==> config.mk <==
export PLATFORM = sky130hd
export DESIGN_NAME = p2c_finish
export DESIGN_NICKNAME = d
export VERILOG_FILES = /design/src/design/p2c_pkg.sv /design/src/design/p2c_finish.sv
export SDC_FILE = /design/constraint.sdc
export NUM_CORES = 1
export LEC_CHECK = 0
export ABC_AREA = 0
export ABC_CLOCK_PERIOD_IN_PS = 1800
export BUFFER_PORTS_ARGS = -buffer_cell sky130_fd_sc_hd__buf_2
export CAP_MARGIN = 20
export CORE_MARGIN = 8
export CORE_UTILIZATION = 38
export CTS_CLUSTER_DIAMETER = 30
export DETAILED_ROUTE_END_ITERATION = 6
export PLACE_DENSITY = 0.77
export SLEW_MARGIN = 20
export SYNTH_ARGS = -nofsm -noshare
export SYNTH_HDL_FRONTEND = slang
export SYNTH_SLANG_ARGS = --single-unit
==> constraint.sdc <==
create_clock -name clk -period 1.8 [get_ports clk]
set_clock_uncertainty 0.2 [all_clocks]
set_input_delay 0.27 -clock clk [delete_from_list [all_inputs] [get_ports clk]]
set_output_delay 0.27 -clock clk [all_outputs]
set_load 0.03 [all_outputs]
==> src/design/p2c_pkg.sv <==
// Package: widths, gain constant, arctangent table and pipeline vector type for polar_to_cartesian
`default_nettype none
package p2c_pkg;

	localparam int DATA_WIDTH   = 16;
	localparam int ITERATIONS   = 16;
	localparam int ATAN_ENTRIES = 24;
	localparam int NUM_CELLS    = (ITERATIONS < ATAN_ENTRIES) ? ITERATIONS : ATAN_ENTRIES;
	localparam int IDX_W        = $clog2(ATAN_ENTRIES);
	localparam int ANGLE_W      = 16;
	localparam int Z_W          = 32;
	// Q.31 vector plus CORDIC growth headroom
	localparam int XW           = 34;
	localparam int PROD_W       = DATA_WIDTH + 32;

	localparam logic signed [31:0] GAIN_Q31 = 32'sd1304065748;

	localparam logic [31:0] ATAN_TAB [ATAN_ENTRIES] = '{
		32'h20000000, 32'h12E4051E, 32'h09FB385B, 32'h051111D4, 32'h028B0D43, 32'h0145D7E1,
		32'h00A2F61E, 32'h00517C55, 32'h0028BE53, 32'h00145F2F, 32'h000A2F98, 32'h000517CC,
		32'h00028BE6, 32'h000145F3, 32'h0000A2FA, 32'h0000517D, 32'h000028BE, 32'h0000145F,
		32'h00000A30, 32'h00000518, 32'h0000028C, 32'h00000146, 32'h000000A3, 32'h00000051
	};

	typedef struct packed {
		logic signed [XW-1:0]  x;
		logic signed [XW-1:0]  y;
		logic signed [Z_W-1:0] z;
		logic                  last;
	} p2c_vec_t;

endpackage
`default_nettype wire

==> src/design/p2c_finish.sv <==
// Output stage: round to DATA_WIDTH, saturate and hold the result item
`default_nettype none
module p2c_finish (
	input  wire logic                                   clk,
	input  wire logic                                   arst_n,
	input  wire logic                                   in_valid,
	output logic                                        in_ready,
	input  wire p2c_pkg::p2c_vec_t                      in_vec,
	output logic                                        out_valid,
	input  wire logic                                   out_stall,
	output logic signed [p2c_pkg::DATA_WIDTH-1:0]       x_coord,
	output logic signed [p2c_pkg::DATA_WIDTH-1:0]       y_coord,
	output logic                                        last_out
);
	import p2c_pkg::*;

	localparam int SH = 32 - DATA_WIDTH;
	localparam logic signed [XW:0] RND = (SH > 0) ? (XW+1)'(1) <<< ((SH > 0) ? SH - 1 : 0)
	                                              : '0;
	localparam logic signed [XW:0] MAXV = (XW+1)'((64'sd1 <<< (DATA_WIDTH - 1)) - 1);
	localparam logic signed [XW:0] MINV = -MAXV - (XW+1)'(1);

	function automatic logic signed [DATA_WIDTH-1:0] sat_round(input logic signed [XW-1:0] w);
		logic signed [XW:0] v;
		begin
			v = ($signed({w[XW-1], w}) + RND) >>> SH;
			if (v > MAXV)
				sat_round = MAXV[DATA_WIDTH-1:0];
			else if (v < MINV)
				sat_round = MINV[DATA_WIDTH-1:0];
			else
				sat_round = v[DATA_WIDTH-1:0];
		end
	endfunction

	logic valid_q;

	assign in_ready = !valid_q || !out_stall;

	always_ff @(posedge clk or negedge arst_n) begin
		if (!arst_n)
			valid_q <= 1'b0;
		else if (in_ready)
			valid_q <= in_valid;
	end

	always_ff @(posedge clk) begin
		if (in_ready && in_valid) begin
			x_coord  <= sat_round(in_vec.x);
			y_coord  <= sat_round(in_vec.y);
			last_out <= in_vec.last;
		end
	end

	assign out_valid = valid_q;

endmodule
`default_nettype wire

Word-level counts from Yosys, hierarchy flattened --
Cells that the tools add are included.
Word-level totals: register bits after elaboration 34, bits in latches 0, memory bits (writable) 0, memory bits (read-only) 0, logic and storage cells 16, memories kept 0
Operators by class: $add $sub $neg 2, multiply operators 0, div/mod/pow operators 0, $lt $le $gt $ge 4, eq/ne operators 0, shift-type cells 0, multiplexer cells 2, bitwise logic cells 0, reductions and logical operators 4
Operator list (count):
- $add A34 B17 Y35 const B | 2
- $gt A19 B16 Y1 const B | 2
- $lt A19 B16 Y1 const B | 2
- $mux W16 | 2
- $logic_not A1 Y1 | 2
- $logic_and A1 B1 Y1 | 1
- $logic_or A1 B1 Y1 | 1

Longest topological paths before layout --
Gate-level depths: netlist of run 1.
depth in word-level cells 3, gate-level depth with buffers 7

Least setup slack after synthesis of run 1 --
OpenSTA, ideal clock, no wires.
path kind register -> register, from reg valid_q, in the netlist out_valid, to reg last_out (enable), arrival 1.669 ns, required time 1.207 ns, path slack -0.462 ns, cell stages (with the launch flop) 3, period minus slack after synthesis 2.262 ns, cells stage by stage dfrtp_1 > nand2_1 > and2_1
Between the ends: longest elaborated chain between the ends 3
Ends and longest elaborated chain:
- from (decl) | line p2c_finish.sv:36 | logic valid_q;
- from (signal assigned) | line p2c_finish.sv:44 | valid_q <= in_valid;
- $logic_not A1 Y1 | line p2c_finish.sv:38 | assign in_ready = !valid_q || !out_stall;
- $logic_or A1 B1 Y1 | line p2c_finish.sv:38
- via in_ready | line p2c_finish.sv:7 | output logic in_ready,
- $logic_and A1 B1 Y1 | line p2c_finish.sv:48 | if (in_ready && in_valid) begin
- to (signal assigned) | line p2c_finish.sv:51 | last_out <= in_vec.last;
- to (decl) | line p2c_finish.sv:13 | output logic last_out
The timed path passes the listed nets, and every way through them passes these cells. A chain may end at the register's enable or synchronous reset.

Worst setup path after layout of run 1 --
from in in_vec[54] (netlist bit), to reg y_coord[8] (netlist bit) (data pin)
Between the ends: longest elaborated chain between the ends 3, elaborated cells on any way between the ends 4, classes of those cells add/sub (1); order compare (2); mux (1)
Ends and longest elaborated chain:
- from (decl) | line p2c_finish.sv:8 | input wire p2c_pkg::p2c_vec_t in_vec,
- $add A34 B17 Y35 (*) | line p2c_finish.sv:26 | v = ($signed({w[XW-1], w}) + RND) >>> SH;
- $lt A19 B16 Y1 | line p2c_finish.sv:29 | else if (v < MINV)
- $mux W16 | line p2c_finish.sv:29
- to (signal assigned) | line p2c_finish.sv:50 | y_coord <= sat_round(in_vec.y);
- to (decl) | line p2c_finish.sv:12 | output logic signed [p2c_pkg::DATA_WIDTH-1:0] y_coord,
Mark *: on every way between the ends. The rest lies on a longest branch, timed or not.

==> results of run 1 <==
==> cell families (layout without fill, tap and decap cells) <==
family,Yosys count,in the layout,synth area share [%]
muxes,1,1,0.481
buffers and inverters,11,154,2.82
DFF,34,34,48.8
adders and majority gates,2,2,1.20
AOI/OAI and AO/OA,44,45,15.9
and+or+nand+nor,65,65,19.1
xor gates and xnor gates,28,28,11.8
==> through the flow <==
stage | hold slack (ns) | setup TNS, ns | instance area [um^2] | total power (W) | util [%]
2_1_floorplan | -0.226 | -1.64 | 2160 | 0.00125 | -
3_3_place_gp | -0.155 | -6.55 | 3000 | 0.00147 | 55.6
3_5_place_dp | -0.152 | -7.12 | 3000 | 0.00148 | 55.6
4_1_cts | 0.0342 | 0 | 3150 | 0.00205 | 58.2
5_1_grt | 0.0448 | -0.0418 | 3210 | 0.00214 | 59.3
6_report | 0.0435 | 0 | 3210 | 0.00205 | 59.3
==> worst paths after layout <==
| path | from | endpoint | slack [ns] | cells after the start |
|---|---|---|---|---|
| max reg2reg | out_valid$_DFFE_PN0N_ | x_coord[15]$_SDFFCE_PN0P_ | 0.32 | 2 |
| min | out_stall | out_valid$_DFFE_PN0N_ | 0.04 | 3 |
| max | in_vec[54] | y_coord[8]$_SDFFCE_PN1P_ | 0.04 | 7 |
| max in group asynchronous | arst_n | out_valid$_DFFE_PN0N_ | 1.23 | 2 |
| min in group asynchronous | arst_n | out_valid$_DFFE_PN0N_ | 0.09 | 2 |
| min reg2reg | out_valid$_DFFE_PN0N_ | out_valid$_DFFE_PN0N_ | 0.33 | 2 |
==> registers in the layout, summed over array words and instances (netlist names) <==
signal and flops:
out_valid 1, x_coord 16, last_out 1, y_coord 16
==> layout by cell type (no fill, tap or decap), types with 2 or more instances in the layout <==
cell                             n
sky130_fd_sc_hd__o21ai_2        11
sky130_fd_sc_hd__and3_1          4
sky130_fd_sc_hd__inv_1           6
sky130_fd_sc_hd__nand2_1        11
sky130_fd_sc_hd__buf_4          59
sky130_fd_sc_hd__nand4_1         6
sky130_fd_sc_hd__clkbuf_8        5
sky130_fd_sc_hd__nor2_1          6
sky130_fd_sc_hd__buf_2          77
sky130_fd_sc_hd__o31ai_1         3
sky130_fd_sc_hd__o21ai_1        12
sky130_fd_sc_hd__a21oi_1         2
sky130_fd_sc_hd__and4_1          2
sky130_fd_sc_hd__a41oi_1         2
sky130_fd_sc_hd__xor2_1         16
sky130_fd_sc_hd__nand3_1        17
sky130_fd_sc_hd__nor3_1          2
sky130_fd_sc_hd__xnor2_1        12
sky130_fd_sc_hd__nor4_4          2
sky130_fd_sc_hd__o21ai_0         6
sky130_fd_sc_hd__nand4b_1        2
sky130_fd_sc_hd__ha_4            2
sky130_fd_sc_hd__o32a_4          2
sky130_fd_sc_hd__edfxtp_1       33
sky130_fd_sc_hd__dlygate4sd3_1   3
==> metal layers <==
| metal | global-route usage [%] | wire length (um) |
|---|---|---|
| met5 | 0 | 0 |
| met4 | 6.10 | 102 |
| met3 | 3.74 | 353 |
| met2 | 22.5 | 2700 |
| met1 | 15.5 | 2420 |
==> synth_stat cells (2+ instances only) <==
library cell and count:
sky130_fd_sc_hd__a21oi_1 3, sky130_fd_sc_hd__a41oi_1 3, sky130_fd_sc_hd__and3_1 5, sky130_fd_sc_hd__and4_1 2
sky130_fd_sc_hd__and4b_1 2, sky130_fd_sc_hd__buf_2 2, sky130_fd_sc_hd__buf_6 2, sky130_fd_sc_hd__edfxtp_1 33
sky130_fd_sc_hd__ha_1 2, sky130_fd_sc_hd__inv_1 6, sky130_fd_sc_hd__nand2_1 12, sky130_fd_sc_hd__nand3_1 17
sky130_fd_sc_hd__nand4_1 6, sky130_fd_sc_hd__nand4b_1 2, sky130_fd_sc_hd__nor2_1 7, sky130_fd_sc_hd__nor3_1 3
sky130_fd_sc_hd__nor4_4 2, sky130_fd_sc_hd__o21ai_0 9, sky130_fd_sc_hd__o21ai_1 9, sky130_fd_sc_hd__o21ai_2 11
sky130_fd_sc_hd__o31ai_1 3, sky130_fd_sc_hd__or3_1 2, sky130_fd_sc_hd__xnor2_1 12, sky130_fd_sc_hd__xor2_1 16
==> critical path: cells and delay by family <==
family / cells / cell delay (ns)
AOI/OAI and AO/OA: 2 / 0.57
buffers and inverters: 2 / 0.28
muxes: 1 / 0.12
and+or+nand+nor: 2 / 0.44
==> what timing repair did <==
item | CTS | global route
hold endpoints to repair | 3 | 0
hold buffers | 3 | 0
endpoints found under the setup margin | 3 | 15
gates resized for setup | 1 | 7
pin swaps | 3 | 3
gates cloned | 1 | 0
buffers inserted | 1 | 3
==> power by group through the flow <==
stage / clock network, W / registers [W] / logic (W)
after floorplan: 0 / 0.00107 / 0.000182
after global placement: 0 / 0.000965 / 0.000509
after detailed placement: 0 / 0.000966 / 0.000517
after CTS: 0.000567 / 0.000949 / 0.000532
after global routing: 0.000601 / 0.000953 / 0.000586
final: 0.000555 / 0.000948 / 0.000544
==> layout make-up <==
cell class                 count  share of cell area, %
tap                           72                   2.81
clock inverter                 3                  0.507
clock buffer                   5                   2.15
inverter                       6                  0.702
sequential                    34                   31.7
timing repair buffer         140                   27.4
multi-input combinational    141                   34.8
==> parameters.txt, run 1 <==
Parameter                              Value

Cells and area
  Sequential cell area    0.00102 mm^2
  Filler cells    474
  Net count, final    435
  Ant. Diodes    0
  Area added between synthesis and finish    54.0%
  Combined area of the multi-input logic cells    0.00111 mm^2
  Layout cell share with drive strength beyond 1    53.2%
  Final instance count without filler cells    401

Synthesis
  Post-synth EDFFs    33
  Number of distinct library cell variants in the gate-level netlist after synthesis    38
  Library cell with the largest summed area after synthesis    sky130_fd_sc_hd__edfxtp_1
  Count of warnings emitted by yosys    0
  Syn_nets    292
  Primary flip-flop cell chosen by synthesis mapping    sky130_fd_sc_hd__edfxtp_1
  Number of register bits inferred by synthesis    34
  Async SR Flop Fraction    2.94%
  Post-synth design cell area    0.00208 mm^2
  Post-synthesis instance total    185
  Top area cells in the synthesized netlist    sky130_fd_sc_hd__edfxtp_1 48%, sky130_fd_sc_hd__xor2_1 6.7%, sky130_fd_sc_hd__xnor2_1 5.0%, sky130_fd_sc_hd__o21ai_2 4.6%, sky130_fd_sc_hd__nand3_1 4.1%
  Area share of the leading cell type in the synthesized netlist    47.6%
  Part of the Yosys area used for sequential elements    48.8%
  Average cell area after synthesis    11.3 um^2

Setup path
  Type of origin of the critical path    primary input
  Crit Path Category    in -> reg
  Cell with the largest stage delay on the worst path    sky130_fd_sc_hd__o311a_4
  Crit path required time    1.73 ns
  Arrival time worst endpoint    1.69 ns
  Slowest Stage Delay on Critical Path    0.43 ns
  Series of cell instances along the critical path    buf_2 > nand3_4 > nor4_4 > mux2i_1 > o311a_4 > buf_12 > o21ai_2
  Endpoint type of the worst setup path    flop
  Highest net fanout along the worst path    8

Pwr
  Internal Dissipation    0.00143 W
  Worst voltage drop across the vdd grid    0.000323 V
  Share of power burned in registers    46.3%
  Clock group share of total power    27.1%
  Leakage    1.29 nW
  Switching part of the total power    30.3%
  Power density normalized to cell area    638 mW/mm^2
  Power share of the combinational group    26.6%
  Total net switching power    0.000621 W

Clock tree
  Clock-pin slew of the registers on the worst-case setup and hold paths    0.07 ns
  Clock network latency to the later pin of the worst-skew pair    0.28 ns
  Sinks on the clock net    34
  Clock tree from TritonCTS    yes
  Maximum clock path buffer count    2
  Number of clock buffers inserted by TritonCTS    5
  Clk Tree Root Cell    sky130_fd_sc_hd__clkbuf_8
  Number of H-tree branching levels    2

Detailed routing
  DRT Wirelength    5.58 mm
  Number of iterations in the first detailed-routing pass    4
  Routed via count divided by cell count    4.87
  Detailed-route via count    1,951
  Residual DRC count    0
  WL per Instance    13.9 um
  Iteration-0 DRC count of the detailed router    60
  Antenna-violating nets left    0

STA
  Final critical-path share of the clock period    97.7%
  Hold violation total from the final report    0
  Maximum clock rate    568 MHz
  RSZ-0062 raised after global routing    yes
  Final-report max-slew violation count    0
  Transition at the pin with the smallest max-transition slack    0.448 ns
  Slew HR    70.1%
  Min setup slack post-route    0.0406 ns
  Min Tclk post-route    1.76 ns
  Final setup violation count    0

Floorplanning
  Cell row count    27
  Starting utilization of the core area    38.5%
  Horiz. Die Dim    90.0 um
  I/O pin count    140
  Full die area    0.00810 mm^2
  Chip height    90.0 um
  Core area    0.00541 mm^2

Placed design
  Port Buf Inserts    77
  Final weighted congestion of routability-driven global placement    0.896
  HPWL after DPL    4.30 mm
  Number of placed cells counting well taps    385
  DP Worst Slack    -0.345 ns

Run
  Max-cap violation count    0

Min path
  Class of the most critical hold timing path    in -> reg

GRT
  Via count of the first global-routing pass    1,980
  Maximum number of pins on one net before global-route repair    34
  Antenna violations before repair    0
  Wire length of the first global-routing pass    9.02 mm
  Global-route congestion overflow total    0
  Global router's overall resource usage    13.4%

Run status
  Run status    finished, final reports clean
Power figures use the tool's default switching activity.
==> run 2: changes to the inputs <==
--- a/config.mk
+++ b/config.mk
@@ -9,11 +9,12 @@
 export ABC_CLOCK_PERIOD_IN_PS = 1800
 export BUFFER_PORTS_ARGS = -buffer_cell sky130_fd_sc_hd__buf_2
 export CAP_MARGIN = 20
-export CORE_MARGIN = 8
+export CORE_MARGIN = 5
 export CORE_UTILIZATION = 38
 export CTS_CLUSTER_DIAMETER = 30
 export DETAILED_ROUTE_END_ITERATION = 6
 export PLACE_DENSITY = 0.77
+export REMOVE_ABC_BUFFERS = 1
 export SLEW_MARGIN = 20
 export SYNTH_ARGS = -nofsm -noshare
 export SYNTH_HDL_FRONTEND = slang
==> parameters.txt, run 2 (synthesis gave the netlist of run 1 again) <==
Parameter                              Value

STA
  Slew HR    76.8% (+6.7 points)
  Final critical-path share of the clock period    102% (+4.2 points)
  Final setup violation count    17 (+17)
  Hold violation total from the final report    0 (unchanged)
  Maximum clock rate    545 MHz (-4.1%)
  Min setup slack post-route    -0.0354 ns (-0.0761 ns)
  Transition at the pin with the smallest max-transition slack    0.345 ns (-0.103 ns)
  Final-report max-slew violation count    0 (unchanged)
  RSZ-0062 raised after global routing    yes
  Total negative slack for setup checks    -0.251 ns (-0.251 ns)
  Min Tclk post-route    1.84 ns (+0.0761 ns)

Detailed routing
  Routed wl met3    239 um (-32%)
  DRT Wirelength    5.88 mm (+5.4%)
  Met1 Wirelength    2.60 mm (+7.5%)
  Iteration-0 DRC count of the detailed router    72 (+20%)
  Number of iterations in the first detailed-routing pass    4 (unchanged)
  Residual DRC count    0 (unchanged)
  Top routing layer in use    met4
  Detailed route wirelength on metal2    2.98 mm (+10%)
  Routed via count divided by cell count    4.96 (+2.0%)
  WL per Instance    14.2 um (+1.8%)
  Detailed-route via count    2,059 (+5.5%)
  Antenna-violating nets left    0 (unchanged)

Setup path
  Cell with the largest stage delay on the worst path    sky130_fd_sc_hd__o32a_4
  Series of cell instances along the critical path    buf_6 > buf_4 > nand2_1 > nor4_4 > buf_4 > a41oi_2 > o32a_4 > buf_4 > o21ai_2
  Slowest Stage Delay on Critical Path    0.31 ns (-0.12 ns)
  Type of origin of the critical path    primary input
  Cell seen most often among critical-path stages    sky130_fd_sc_hd__buf_4
  Arrival time worst endpoint    1.76 ns (+0.07 ns)
  Endpoint type of the worst setup path    flop
  Crit path required time    1.72 ns (about the same)
  Highest net fanout along the worst path    6 (-2)
  Crit Path Category    in -> reg

Floorplanning
  Cell row count    27 (unchanged)
  Full die area    0.00706 mm^2 (-13%)
  Core area    0.00541 mm^2 (unchanged)
  I/O pin count    140 (unchanged)
  Horiz. Die Dim    84.0 um (-6.7%)
  Chip height    84.0 um (-6.7%)
  Starting utilization of the core area    38.5% (unchanged)

Clock tree
  Sinks on the clock net    34 (unchanged)
  Number of clock buffers inserted by TritonCTS    5 (unchanged)
  Number of H-tree branching levels    2 (unchanged)
  Clock network latency to the later pin of the worst-skew pair    0.27 ns (about the same)
  Maximum clock path buffer count    2 (unchanged)
  Clock tree from TritonCTS    yes
  Clk Tree Root Cell    sky130_fd_sc_hd__clkbuf_8
  Clock-pin slew of the registers on the worst-case setup and hold paths    0.07 ns (about the same)

Pwr
  Leakage    1.40 nW (+8.3%)
  Power density normalized to cell area    616 mW/mm^2 (-3.5%)
  Worst voltage drop across the vdd grid    0.000460 V (+42%)

Min path
  Class of the most critical hold timing path    in -> reg

Cells and area
  Fraction of the core area covered by cells at the end of the flow    63.2% (+3.9 points)
  Most common cell after layout, fill and taps aside    sky130_fd_sc_hd__buf_2
  Area added between synthesis and finish    64.2%
  Leading cell types in the layout, fill and taps excluded    72 x sky130_fd_sc_hd__buf_2, 69 x sky130_fd_sc_hd__buf_4, 33 x sky130_fd_sc_hd__edfxtp_1
  Ant. Diodes    0 (unchanged)
  Layout cell share with drive strength beyond 1    57.4% (+4.2 points)
  Net count, final    449 (+3.2%)
  Top flop regs    x_coord (16), y_coord (16)

Placed design
  Port Buf Inserts    77 (unchanged)
  Final weighted congestion of routability-driven global placement    0.878 (-1.9%)
  HPWL after DPL    4.17 mm (-3.1%)

GRT
  Antenna violations before repair    0 (unchanged)
  Via count of the first global-routing pass    1,955 (-1.3%)
  Global-route congestion overflow total    0 (unchanged)
  Wire length of the first global-routing pass    8.91 mm (-1.2%)
  Maximum number of pins on one net before global-route repair    34 (unchanged)
  Global router's overall resource usage    15.0% (+1.6 points)

Run status
  Failing checks    negative setup slack
  Run status    finished with violations

Run
  Max-cap violation count    0 (unchanged)
-- run 2: cell types whose count changed in the layout (fill, tap and decap cells not counted), moves of 4 or more --
cell                      before  now
sky130_fd_sc_hd__buf_2        77   72
sky130_fd_sc_hd__buf_4        59   69
sky130_fd_sc_hd__buf_6         0    7
sky130_fd_sc_hd__o21ai_1      12    8
sky130_fd_sc_hd__o21ai_2      11   16
-- run 2: timing repair --
| action | in CTS | in global routing |
|---|---|---|
| buffers inserted | 1 | 14 |
| resized for setup | 6 | 41 |
| setup endpoints to repair | 14 | 30 |
| endpoints found under the hold margin | 2 | 0 |
| pin swaps | 3 | 19 |
| gates cloned | 1 | 1 |
| hold buffers | 2 | 0 |
-- run 2: cell type report --
cell class | instances | area, um^2
Clock inverter | 2 | 10.0
Inverter | 6 | 22.5
Clock buffer | 6 | 72.6
Sequential cell | 34 | 1020
Timing Repair Buffer | 154 | 1050
Tap cell | 72 | 90.1
Fill cell | 460 | 1990
Multi-Input combinational cell | 141 | 1150
-- run 2: worst paths after layout --
kind                                        from                         to  slack [ns]  cells after the start
max in group asynchronous                 arst_n      out_valid$_DFFE_PN0N_        1.22                      2
setup / recovery                      in_vec[48]  y_coord[14]$_SDFFCE_PN1P_       -0.04                      9
min in group asynchronous                 arst_n      out_valid$_DFFE_PN0N_        0.09                      2
setup reg to reg           out_valid$_DFFE_PN0N_  y_coord[10]$_SDFFCE_PN1P_        0.42                      3
hold reg to reg            out_valid$_DFFE_PN0N_      out_valid$_DFFE_PN0N_        0.33                      2
hold / removal                          in_valid      out_valid$_DFFE_PN0N_        0.01                      2
-- run 2: critical path, delay by kind of cell --
family / cells / cell delay, ns
AOI/OAI and AO/OA: 3 / 0.54
buffers and inverters: 4 / 0.51
and+or+nand+nor: 2 / 0.43
-- run 2: report_power, final --
part / total, W / internal [W] / leakage [nW] / switching, W
logic: 0.000609 / 0.000267 / 1.04 / 0.000342
clock network: 0.000547 / 0.000268 / 0.0450 / 0.000279
registers: 0.000950 / 0.000938 / 0.318 / 0.0000125
-- run 2: metal layers --
| metal | global-route usage (%) | up-vias |
|---|---|---|
| met5 | 0 | - |
| met4 | 3.36 | 0 |
| met3 | 1.88 | 4 |
| met2 | 25.0 | 56 |
| met1 | 20.7 | 970 |
| li1 | - | 1029 |
-- run 2: metrics by stage --
stage          instance area, um^2  worst slack [ns]  cells  total power, W  hold WS [ns]
3_3_place_gp                  2980            -0.325    389         0.00147        -0.156
4_1_cts                       3100          0.000351    400         0.00203        0.0177
2_1_floorplan                 2050            -0.462    180         0.00123        -0.226
6_report                      3420           -0.0354    415         0.00211        0.0118
5_1_grt                       3420            -0.102    415         0.00220        0.0164
3_5_place_dp                  2980            -0.394    389         0.00148        -0.152
==> run 3: changes to the inputs <==
--- a/config.mk
+++ b/config.mk
@@ -5,14 +5,15 @@
 export SDC_FILE = /design/constraint.sdc
 export NUM_CORES = 1
 export LEC_CHECK = 0
-export ABC_AREA = 0
+export ABC_AREA = 1
 export ABC_CLOCK_PERIOD_IN_PS = 1800
 export BUFFER_PORTS_ARGS = -buffer_cell sky130_fd_sc_hd__buf_2
 export CAP_MARGIN = 20
 export CORE_MARGIN = 5
-export CORE_UTILIZATION = 38
-export CTS_CLUSTER_DIAMETER = 30
+export CORE_UTILIZATION = 40
+export CTS_CLUSTER_DIAMETER = 40
 export DETAILED_ROUTE_END_ITERATION = 6
+export GPL_ROUTABILITY_DRIVEN = 0
 export PLACE_DENSITY = 0.77
 export REMOVE_ABC_BUFFERS = 1
 export SLEW_MARGIN = 20
==> parameters.txt, run 3 <==
Parameter                              Value

Setup path
  Slowest Stage Delay on Critical Path    0.19 ns (-0.12 ns)
  Highest net fanout along the worst path    6 (unchanged)
  Critical R2R Launch    out_valid$_DFFE_PN0N_
  First element of the critical path    in_vec[49]
  Type of origin of the critical path    primary input
  R2R depth    2 (-1)
  Arrival time worst endpoint    1.55 ns (-0.21 ns)
  Crit path required time    1.64 ns (-0.08 ns)
  Register-to-register setup slack    0.46 ns (+0.04 ns)
  Capturing point of the worst reg2reg path    x_coord[14]$_SDFFCE_PN1P_
  Cell seen most often among critical-path stages    sky130_fd_sc_hd__nand2_2
  Cell with the largest stage delay on the worst path    sky130_fd_sc_hd__clkbuf_16
  Crit Path Category    in -> reg
  CP endpoint    y_coord[5]$_SDFFCE_PN1P_
  Endpoint type of the worst setup path    flop
  Series of cell instances along the critical path    buf_4 > ha_4 > nand2_4 > nor2_4 > nand2_4 > clkinv_4 > nand2_2 > nand2_2 > nand2_2 > nor2_2 > nor2_2 > nor2_4 > clkbuf_16 > nand2_2

Synthesis
  Simple-Gate Fraction of Synth Area    41.3% (+22 points)
  Average cell area after synthesis    8.27 um^2 (-27%)
  Dominant cell by count in the synthesized netlist    sky130_fd_sc_hd__nand2_1
  Number of distinct library cell variants in the gate-level netlist after synthesis    32 (-16%)
  Top area cells in the synthesized netlist    sky130_fd_sc_hd__edfxtp_1 41%, sky130_fd_sc_hd__nand2_1 15%, sky130_fd_sc_hd__nand2_2 7.5%, sky130_fd_sc_hd__nor2_1 4.5%, sky130_fd_sc_hd__xnor2_1 4.4%
  Compound-gate portion of the synthesized area    2.03% (-14 points)
  Count of warnings emitted by yosys    0 (unchanged)
  Multiplexer fraction of the synthesized cell area    0% (-0.48 points)
  Post-synth design cell area    0.00241 mm^2 (+16%)
  Library cell with the largest summed area after synthesis    sky130_fd_sc_hd__edfxtp_1
  Async SR Flop Fraction    2.94% (unchanged)
  Post-synthesis instance total    291 (+57%)
  Part of the Yosys area used for sequential elements    42.2% (-6.6 points)
  Dominant combinational cell family by area after synthesis    simple AND/OR/NAND/NOR gates
  Most frequent cells after synthesis    98 x sky130_fd_sc_hd__nand2_1, 33 x sky130_fd_sc_hd__edfxtp_1, 29 x sky130_fd_sc_hd__nand2_2, 29 x sky130_fd_sc_hd__nor2_1, 19 x sky130_fd_sc_hd__inv_1
  Area share of the leading cell type in the synthesized netlist    41.2% (-6.4 points)
  Post-synth EDFFs    33 (unchanged)
  XOR/XNOR Fraction of Synth Area    7.64% (-4.1 points)
  Arithmetic-cell share of the synthesized area counting full adders, half adders and majority gates    1.04% (-0.16 points)
  Number of register bits inferred by synthesis    34 (unchanged)
  Primary flip-flop cell chosen by synthesis mapping    sky130_fd_sc_hd__edfxtp_1

STA
  Slew HR    80.1% (+3.3 points)
  Transition at the pin with the smallest max-transition slack    0.298 ns (-0.0473 ns)
  Final-report max-slew violation count    0 (unchanged)
  Final setup violation count    0 (-17)
  Worst-case hold slack    0.0359 ns (+0.0241 ns)
  Min Tclk post-route    1.72 ns (-0.120 ns)
  Min setup slack post-route    0.0847 ns (+0.120 ns)
  Final critical-path share of the clock period    95.3% (-6.7 points)
  Maximum clock rate    583 MHz (+7.0%)
  Hold violation total from the final report    0 (unchanged)

Cells and area
  Ant. Diodes    0 (unchanged)
  Area added between synthesis and finish    46.1%
  Top flop regs    x_coord (16), y_coord (16)
  Net count, final    541 (+20%)
  Most common cell after layout, fill and taps aside    sky130_fd_sc_hd__nand2_1
  Filler cells    531 (+15%)
  Fraction of the core area covered by cells at the end of the flow    59.7% (-3.5 points)
  Sequential cell area    0.00102 mm^2 (unchanged)
  Layout cell share with drive strength beyond 1    48.3% (-9.2 points)
  Combined area of the multi-input logic cells    0.00128 mm^2 (+11%)
  Total non-filler cell area in the finished layout    0.00351 mm^2 (+2.8%)
  Leading cell types in the layout, fill and taps excluded    96 x sky130_fd_sc_hd__nand2_1, 75 x sky130_fd_sc_hd__buf_2, 59 x sky130_fd_sc_hd__buf_4

Clock tree
  Clk Tree Root Cell    sky130_fd_sc_hd__clkbuf_8
  Maximum clock path buffer count    2 (unchanged)
  Sinks on the clock net    34 (unchanged)
  Number of H-tree branching levels    2 (unchanged)
  Number of clock buffers inserted by TritonCTS    5 (unchanged)
  Clock-pin slew of the registers on the worst-case setup and hold paths    0.06 ns (about the same)
  Clock tree from TritonCTS    yes
  Clock network latency to the later pin of the worst-skew pair    0.27 ns (about the same)

Placed design
  HPWL after DPL    4.73 mm (+14%)
  DP Worst Slack    -0.275 ns (+0.119 ns)
  Standard cell area after detailed placement    0.00335 mm^2 (+12%)
  Port Buf Inserts    77 (unchanged)

Floorplanning
  Cell row count    28 (+3.7%)
  I/O pin count    140 (unchanged)
  Starting utilization of the core area    40.9% (+2.4 points)
  Core area    0.00589 mm^2 (+8.9%)
  Full die area    0.00767 mm^2 (+8.6%)
  Chip height    87.6 um (+4.2%)
  Horiz. Die Dim    87.6 um (+4.2%)

GRT
  Antenna violations before repair    0 (unchanged)
  Via count of the first global-routing pass    2,161 (+11%)
  Global-route congestion overflow total    0 (unchanged)
  Wire length of the first global-routing pass    9.39 mm (+5.3%)
  Maximum number of pins on one net before global-route repair    34 (unchanged)
  Global router's overall resource usage    15.6% (+0.65 points)

Pwr
  Internal Dissipation    0.00149 W (+1.2%)
  Power share of the combinational group    27.9% (-1.0 points)
  Share of power burned in registers    44.2% (-0.9 points)
  Total net switching power    0.000648 W (+2.3%)
  Power density normalized to cell area    609 mW/mm^2 (-1.3%)
  Leakage    1.65 nW (+18%)
  Worst voltage drop across the vdd grid    0.000429 V (-6.7%)
  Clock group share of total power    27.9% (+1.9 points)
  Switching part of the total power    30.3% (+0.24 points)

Detailed routing
  Antenna-violating nets left    0 (unchanged)
  Routed via count divided by cell count    4.53 (-8.8%)
  Iteration-0 DRC count of the detailed router    115 (+60%)
  WL per Instance    11.7 um (-17%)
  Number of iterations in the first detailed-routing pass    4 (unchanged)
  Detailed-route via count    2,308 (+12%)
  Residual DRC count    0 (unchanged)
  DRT Wirelength    5.97 mm (+1.5%)

Min path
  Class of the most critical hold timing path    in -> reg
  Start point of the worst min-delay path    in_valid

Run
  Max-cap violation count    0 (unchanged)

Run status
  Run status    finished, final reports clean
[run 3: cell count changes after synthesis, moves of 11 or more]
cell                      change
sky130_fd_sc_hd__nand2_1     +86
sky130_fd_sc_hd__nand2_2     +29
sky130_fd_sc_hd__nor2_1      +22
sky130_fd_sc_hd__inv_1       +13
sky130_fd_sc_hd__o21ai_2     -11
[run 3: power groups by stage]
| stage | clock, W | sequential [W] | combinational [W] |
|---|---|---|---|
| finish | 0.000597 | 0.000946 | 0.000596 |
| global route | 0.000651 | 0.000950 | 0.000649 |
| CTS | 0.000605 | 0.000946 | 0.000583 |
| detailed placement | 0 | 0.000963 | 0.000578 |
| global placement | 0 | 0.000962 | 0.000567 |
| floorplan | 0 | 0.00106 | 0.000205 |
[run 3: worst min-delay path by stage]
stage                                        to  slack (ns)  cells past startpoint
after floorplan           out_valid$_DFFE_PN0N_       -0.23                      0
after CTS                 out_valid$_DFFE_PN0N_        0.03                      3
after global placement    out_valid$_DFFE_PN0N_       -0.15                      1
final                     out_valid$_DFFE_PN0N_        0.04                      3
after global routing      out_valid$_DFFE_PN0N_        0.02                      3
after detailed placement  out_valid$_DFFE_PN0N_       -0.15                      1
[run 3: metal layers]
layer	vias up	global-route usage [%]	share of wire, %
li1	1217	-	-
met1	1034	18.8	43
met2	50	27.6	51
met3	7	3.48	4.7
met4	0	5.02	1.2
met5	-	0	0
[run 3: cell type report]
type                            count  share of cell area, %
Sequential cell                    34                   28.9
Inverter                           21                   2.42
Clock buffer                        7                   2.46
Clock inverter                      1                  0.142
Timing Repair Buffer              141                   26.8
Tap cell                           75                   2.67
Multi-Input combinational cell    231                   36.6
[run 3: cells by family (layout without fill, tap and decap cells)]
group	Yosys count	after routing
fa+ha+maj	2	2
flops	34	34
buf+inv	26	170
xor+xnor	21	21
simple gates	200	200
compound gates	8	8
[run 3: metrics by stage]
step            TNS, ns  power (W)  cells
6_report              0    0.00214    510
5_1_grt        -0.00383    0.00225    510
4_1_cts               0    0.00214    509
3_5_place_dp      -5.74    0.00154    499
3_3_place_gp      -4.01    0.00153    499
2_1_floorplan    -36.21    0.00127    286
[run 3: worst max-delay path, delay by kind of cell]
kind                       cells  cell delay, ns
buffers and inverters          3            0.35
and+or+nand+nor               10            0.79
adders and majority gates      1            0.14
[run 3: timing repair]
item | in CTS | in global routing
endpoints found under the setup margin | 0 | 16
hold buffers | 2 | 0
setup buffers | 0 | 0
hold endpoints to repair | 2 | 0
resized for setup | 0 | 7
